**src/cau_pkg.sv**
```systemverilog
// ----------------------------------------------------------------------------
// cau_pkg
// shared widths, opcodes and stage counts of the complex arithmetic unit
// ----------------------------------------------------------------------------
package cau_pkg;

    // word format, signed q16.16
    localparam int W  = 32;
    localparam int F  = 16;
    // full product width
    localparam int PW = 2 * W;
    // quotient and root bits produced by the iterative units
    localparam int QB = W;
    // bits resolved per pipeline stage in divider and square root
    localparam int BITS_PER_STAGE = 4;
    localparam int UNIT_STAGES    = QB / BITS_PER_STAGE;
    // square root partial remainder width
    localparam int RW = QB + 4;

    typedef enum logic [3:0] {
        OP_ADD    = 4'd0,
        OP_SUB    = 4'd1,
        OP_MUL    = 4'd2,
        OP_DIV    = 4'd3,
        OP_CONJ   = 4'd4,
        OP_ABS    = 4'd5,
        OP_ABS2   = 4'd6,
        OP_WITHIN = 4'd7,
        OP_EQUAL  = 4'd8
    } op_t;

endpackage

```
**src/cau_sqrt.sv**
```systemverilog
// ----------------------------------------------------------------------------
// cau_sqrt
// pipelined digit-by-digit integer square root, rounded down
// ----------------------------------------------------------------------------
module cau_sqrt
(
    input  logic                       clk,
    input  logic [cau_pkg::PW-1:0]     x,
    output logic [cau_pkg::QB-1:0]     root
);
    import cau_pkg::*;

    typedef struct packed {
        logic [RW-1:0] rem;
        logic [QB-1:0] root;
        logic [PW-1:0] xs;
    } sqrt_lane_t;

    sqrt_lane_t lane_reg [0:UNIT_STAGES];

    // BITS_PER_STAGE root bits, two radicand bits each
    function automatic sqrt_lane_t lane_step(input sqrt_lane_t l);
        sqrt_lane_t    r;
        logic [RW-1:0] t;
        logic [RW-1:0] trial;
        r = l;
        for (int i = 0; i < BITS_PER_STAGE; i++)
        begin
            t     = {r.rem[RW-3:0], r.xs[PW-1:PW-2]};
            trial = {{(RW-QB-2){1'b0}}, r.root, 2'b01};
            r.xs  = {r.xs[PW-3:0], 2'b00};
            if (t >= trial)
            begin
                r.rem  = t - trial;
                r.root = {r.root[QB-2:0], 1'b1};
            end
            else
            begin
                r.rem  = t;
                r.root = {r.root[QB-2:0], 1'b0};
            end
        end
        return r;
    endfunction

    // load radicand
    always_ff @(posedge clk)
    begin
        lane_reg[0].rem  <= '0;
        lane_reg[0].root <= '0;
        lane_reg[0].xs   <= x;
    end

    // iteration stages
    for (genvar g = 0; g < UNIT_STAGES; g++)
    begin : g_stage
        always_ff @(posedge clk)
        begin
            lane_reg[g+1] <= lane_step(lane_reg[g]);
        end
    end

    assign root = lane_reg[UNIT_STAGES].root;

endmodule

```
**config.mk**
```make
export PLATFORM = sky130hd
export DESIGN_NAME = cau_sqrt
export DESIGN_NICKNAME = d
export VERILOG_FILES = /design/src/cau_pkg.sv /design/src/cau_sqrt.sv
export SDC_FILE = /design/constraint.sdc
export NUM_CORES = 2
export LEC_CHECK = 0
export BUFFER_PORTS_ARGS = -buffer_cell sky130_fd_sc_hd__buf_4
export CORE_MARGIN = 2
export CORE_UTILIZATION = 32
export CTS_CLUSTER_SIZE = 10
export DETAILED_ROUTE_END_ITERATION = 8
export PLACE_DENSITY = 0.53
export SYNTH_ARGS = -nofsm -noshare
export SYNTH_HDL_FRONTEND = slang
export SYNTH_SLANG_ARGS = --single-unit
```
**constraint.sdc**
```tcl
create_clock -name clk -period 21.9 [get_ports clk]
set_input_delay 4.38 -clock clk [delete_from_list [all_inputs] [get_ports clk]]
set_output_delay 4.38 -clock clk [all_outputs]
set_load 0.005 [all_outputs]
```
======== Word-level counts from Yosys, hierarchy flattened ========
Memories as Yosys holds them, arrays and structs flattened.
Cells that the tools add are included.
Widths: inputs -> output; s select.
cells by class
  add/sub/neg operators ................... 32
  $lt $le $gt $ge ......................... 32
  mux-type cells .......................... 32
operators by type and width
  operator        number
  $mux 66         24
  $ge 36x34->1    32
  $sub 34x34->34  24
  $mux 68         8
  $sub 36x34->36  8
word-level totals
  register bits after elaboration ......... 0
  bits in writable memories ............... 1188
  bits of input ports ..................... 65
  word-level logic and storage cells ...... 97
  memories ................................ 1
memories
  name      words  width  read ports  clocked after Yosys merged registers in  wr ports  line            source
  lane_reg  9      132    9           0                                        9         cau_sqrt.sv:19  sqrt_lane_t lane_reg [0:UNIT_STAGES];

======== Logic depth before layout (Yosys ltp) ========
An unclocked memory read counts as a cell.
  depth after elaboration ................. 9
  mapped depth ............................ 65
  depth with buffers taken out ............ 58

======== Least setup slack after synthesis ========
Ideal clock, no wire load.
  kind .................................... register to register
  start ................................... memory lane_reg[0][605] (netlist name)
  end ..................................... memory lane_reg[0][762] (netlist name)
  library setup time ...................... 0.123 ns
  data arrival time ....................... 12.116 ns
  required time ........................... 21.777 ns
  setup slack ............................. 9.661 ns
  cell stages (with the launch flop) ...... 62
  clock period less this slack ............ 12.239 ns
  cells stage by stage .................... dfxtp_1 inv_1 ha_1 nand3_1 or2_2 o41a_1 nand2b_1 nor2_1 nand2_1 clkbuf_1 buf_1 clkbuf_1 a21oi_1 ha_1 nand2_1 nor2_1 nand3_1 nor4b_1 [26 not listed] ha_1 clkbuf_1 a21o_1 a21o_1 a21o_1 a21oi_1 nor2b_1 o21ai_0 nand2b_1 a21oi_1 a21oi_1 nor2b_1 a31oi_1 nor2b_1 or4b_1 buf_2 buf_6 mux2_1
RTL lines
  item                line
  start: declaration  cau_sqrt.sv:19

==> results.md <==
* Final core utilization at 35.03%
* Routed Antenna Nets at 0
* CTS Buffer Depth at 3
* Worst skew pair latency at 0.71 ns
* # clock sinks at between 600 and 700
* H-tree levels at 3
* Most used cell, CP: a21o_1
* Mapped cell area at 60380 um^2
* IO Pins at 97
* WS Path Type: flop to flop
* Startpoint types: flop
* Max VDD drop at roughly 0.052 mV
* Initial antenna violation count at 6
* Post-CTS setup buffer count at 0
* GRT Overall Usage at 20.72%
* Hold Path Class: flop to flop
* Yosys reg bits at 670
* Synth Area in Compound Gates at between 20% and 30%
* Leak pwr at 0.02933 uW
* Die height at 438.4 um
* Max_slew headroom at 18.75%
* CTS buffer count at 84
* Die width at ~440 um
* Final Total Pwr at around 6900 uW
* Ys flop type: dfxtp_1
* DRT Pass-1 Iters at 5
* Worst Skew at 0.03337 ns
* Syn-to-layout area delta at 8.823%
* Finish-stage setup viols at 0
* Final WL at 205.3 mm
* Slowest stage delay, CP at around 0.77 ns
* Clk slew on worst S/H paths at about 0.060 ns
* Synth Area in Simple Gates at 22.82%
* Commonest non-fill, non-tap cell in the layout: a21oi_1
* Fin nets at 8404
* Cells after Synth at 7850
* Worst Setup End Kind: flop
* Final min period at between 15 and 20 ns
* Core outline area at ~190000 um^2
* Post-DR wirelength/cell at 19.90 um
* Synth Warn # at 0
* Commonest non-fill, non-tap cells in the layout: 771 x a21oi_1, 749 x nor2_1, 670 x dfxtp_1
* Status: finished clean
* Endpoints failing hold at 0
* RSZ-0062 raised after global routing: no
* Worst-margin pin slew at 1.188 ns
* HPWL after detailed placement at 166.9 mm
* I/O Buffers at 96
* # fillers at 19810
* Wire length of the first global-routing pass at ~320 mm
* Main combinational cell family by area after synthesis: compound AO/OA/AOI/OAI gates
* CTS resizes at 0
* Slew Limit Fails at 0
* Pwr/cell area at between 100 and 150 nW/um^2
* Detailed-route via count at 57170
* Post-Place Setup Slack at between 6 and 7 ns
* Gpl congestion at 0.9638
* Fin worst setup slack at 5.902 ns
* Largest register FFs at 670
* Mux share of post-synthesis cell area at between 2 and 3%
* Synth unique cells at 129
* Asr flop ratio synth at 0%
* Seq/Total Area, Yosys at approximately 22%
* Crit path DAT at 16.56 ns
* Xor and xnor area share after synthesis at approximately 11%
* Worst path required time at 22.46 ns
* Num rows at 159
* Vias in the first global route at 54800
* Post-synth EDFFs at 0
* CTS tree: built
* Remaining DRCs at 0
* Syn_area_per_cell at slightly below 8 um^2
* Total Neg Setup Slack at 0 ns
* Die area at approximately 190000 um^2
* Root buffer cell: clkbuf_16
* Initial core utilization at approximately a third
* Crit path max fanout at 42
* Achievable frequency at 62.51 MHz
* Share of cells above drive strength 1 at 6.755%
* Drt initial violations at 4385
* DR vias/cell at 5.543
* Crit share post-route at 73.05%
* Max-cap viol count at 0
* Largest net degree at the start of global routing at 55
* Overflow left after global routing at 0
* Hold_buf cts at 0
* Fraction of the mapped netlist area in adder cells at 11.58%
* Crit-path slowest cell: inv_1
## synth_stat cells (all sizes together), types with 79 or more instances
library cell | number | share of area, %
a21o | 305 | 3.8
a21oi | 773 | 6.4
a31oi | 94 | 0.97
and3 | 94 | 0.97
buf | 104 | 1.0
clkbuf | 185 | 1.2
dfxtp | 670 | 22
ha | 559 | 12
inv | 386 | 2.4
mux2 | 103 | 1.9
nand2 | 578 | 3.6
nand2b | 108 | 1.1
nand3 | 246 | 2.1
nand4 | 142 | 1.5
nor2 | 751 | 4.7
nor2b | 92 | 0.97
nor3 | 183 | 1.6
nor4 | 85 | 1.1
o21a | 79 | 0.98
o21ai | 425 | 3.5
o21bai | 82 | 1.0
xnor2 | 509 | 7.4
xor2 | 257 | 3.7
## per-stage QoR
step | hold WS (ns) | cell area, um^2 | instances
finish | 0.3132 | 65710 | 10310
global route | 0.3260 | 65710 | 10310
CTS | 0.3156 | 65710 | 10310
detailed placement | 0.3121 | 63210 | 10190
global placement | 0.3103 | 63210 | 10190
floorplan | 0.3096 | 60390 | 7851
## kinds of logic (layout without fill, tap and decap cells)
family	Yosys count	after routing
other cells	1	3
flops	670	670
mux	139	139
simple gates	2695	2695
buf+inv	682	648
xor+xnor	766	766
compound gates	2338	2338
fa+ha+maj	559	559
## per-layer routing
metal	routed length [um]	share of wire (%)	vias to the layer above	track usage, %
li1	-	-	28410	-
met1	92400	45	27040	26.93
met2	96010	47	1435	35.11
met3	8914	4.3	283	2.082
met4	7918	3.9	0	8.009
met5	0	0	-	0
## worst max-delay path: cells and delay by family (launching register included)
kind	cells	cell delay (ns)
buf+inv	7	2.96
simple gates	20	5.56
flops	1	0.31
compound gates	23	5.26
xor+xnor	3	0.42
fa+ha+maj	4	1.29
## where the power goes
group,internal [uW],total [uW],switching [uW],leakage (uW)
logic,1490,3920,2430,0.0225
clock network,761,1300,537,0.00121
registers,1430,1650,222,0.00560
total,3680,6870,3190,0.0293
## final cells by class
type                       instances  area, um^2  area share, %
multi-input combinational       6499       44200          67.27
sequential                       670       13410          20.41
tap                             2495        3122          4.751
clock buffer                     104        2227          3.389
inverter                         393        1476          2.247
timing repair buffer             132       991.0          1.508
clock inverter                    19       276.5         0.4208
antenna                            1       2.502       0.003808
## worst paths after layout
| kind | start | endpoint | slack (ns) | cells past startpoint |
|---|---|---|---|---|
| worst min register to register | lane_reg[0][443] | lane_reg[0][583] | 0.31 | 0 |
| worst max-delay path | lane_reg[0][595] | lane_reg[0][789] | 5.90 | 57 |
| worst min-delay path | lane_reg[0][443] | lane_reg[0][583] | 0.31 | 0 |
| worst max register to register | lane_reg[0][595] | lane_reg[0][789] | 5.90 | 57 |
(Power assumes the default switching activity.)
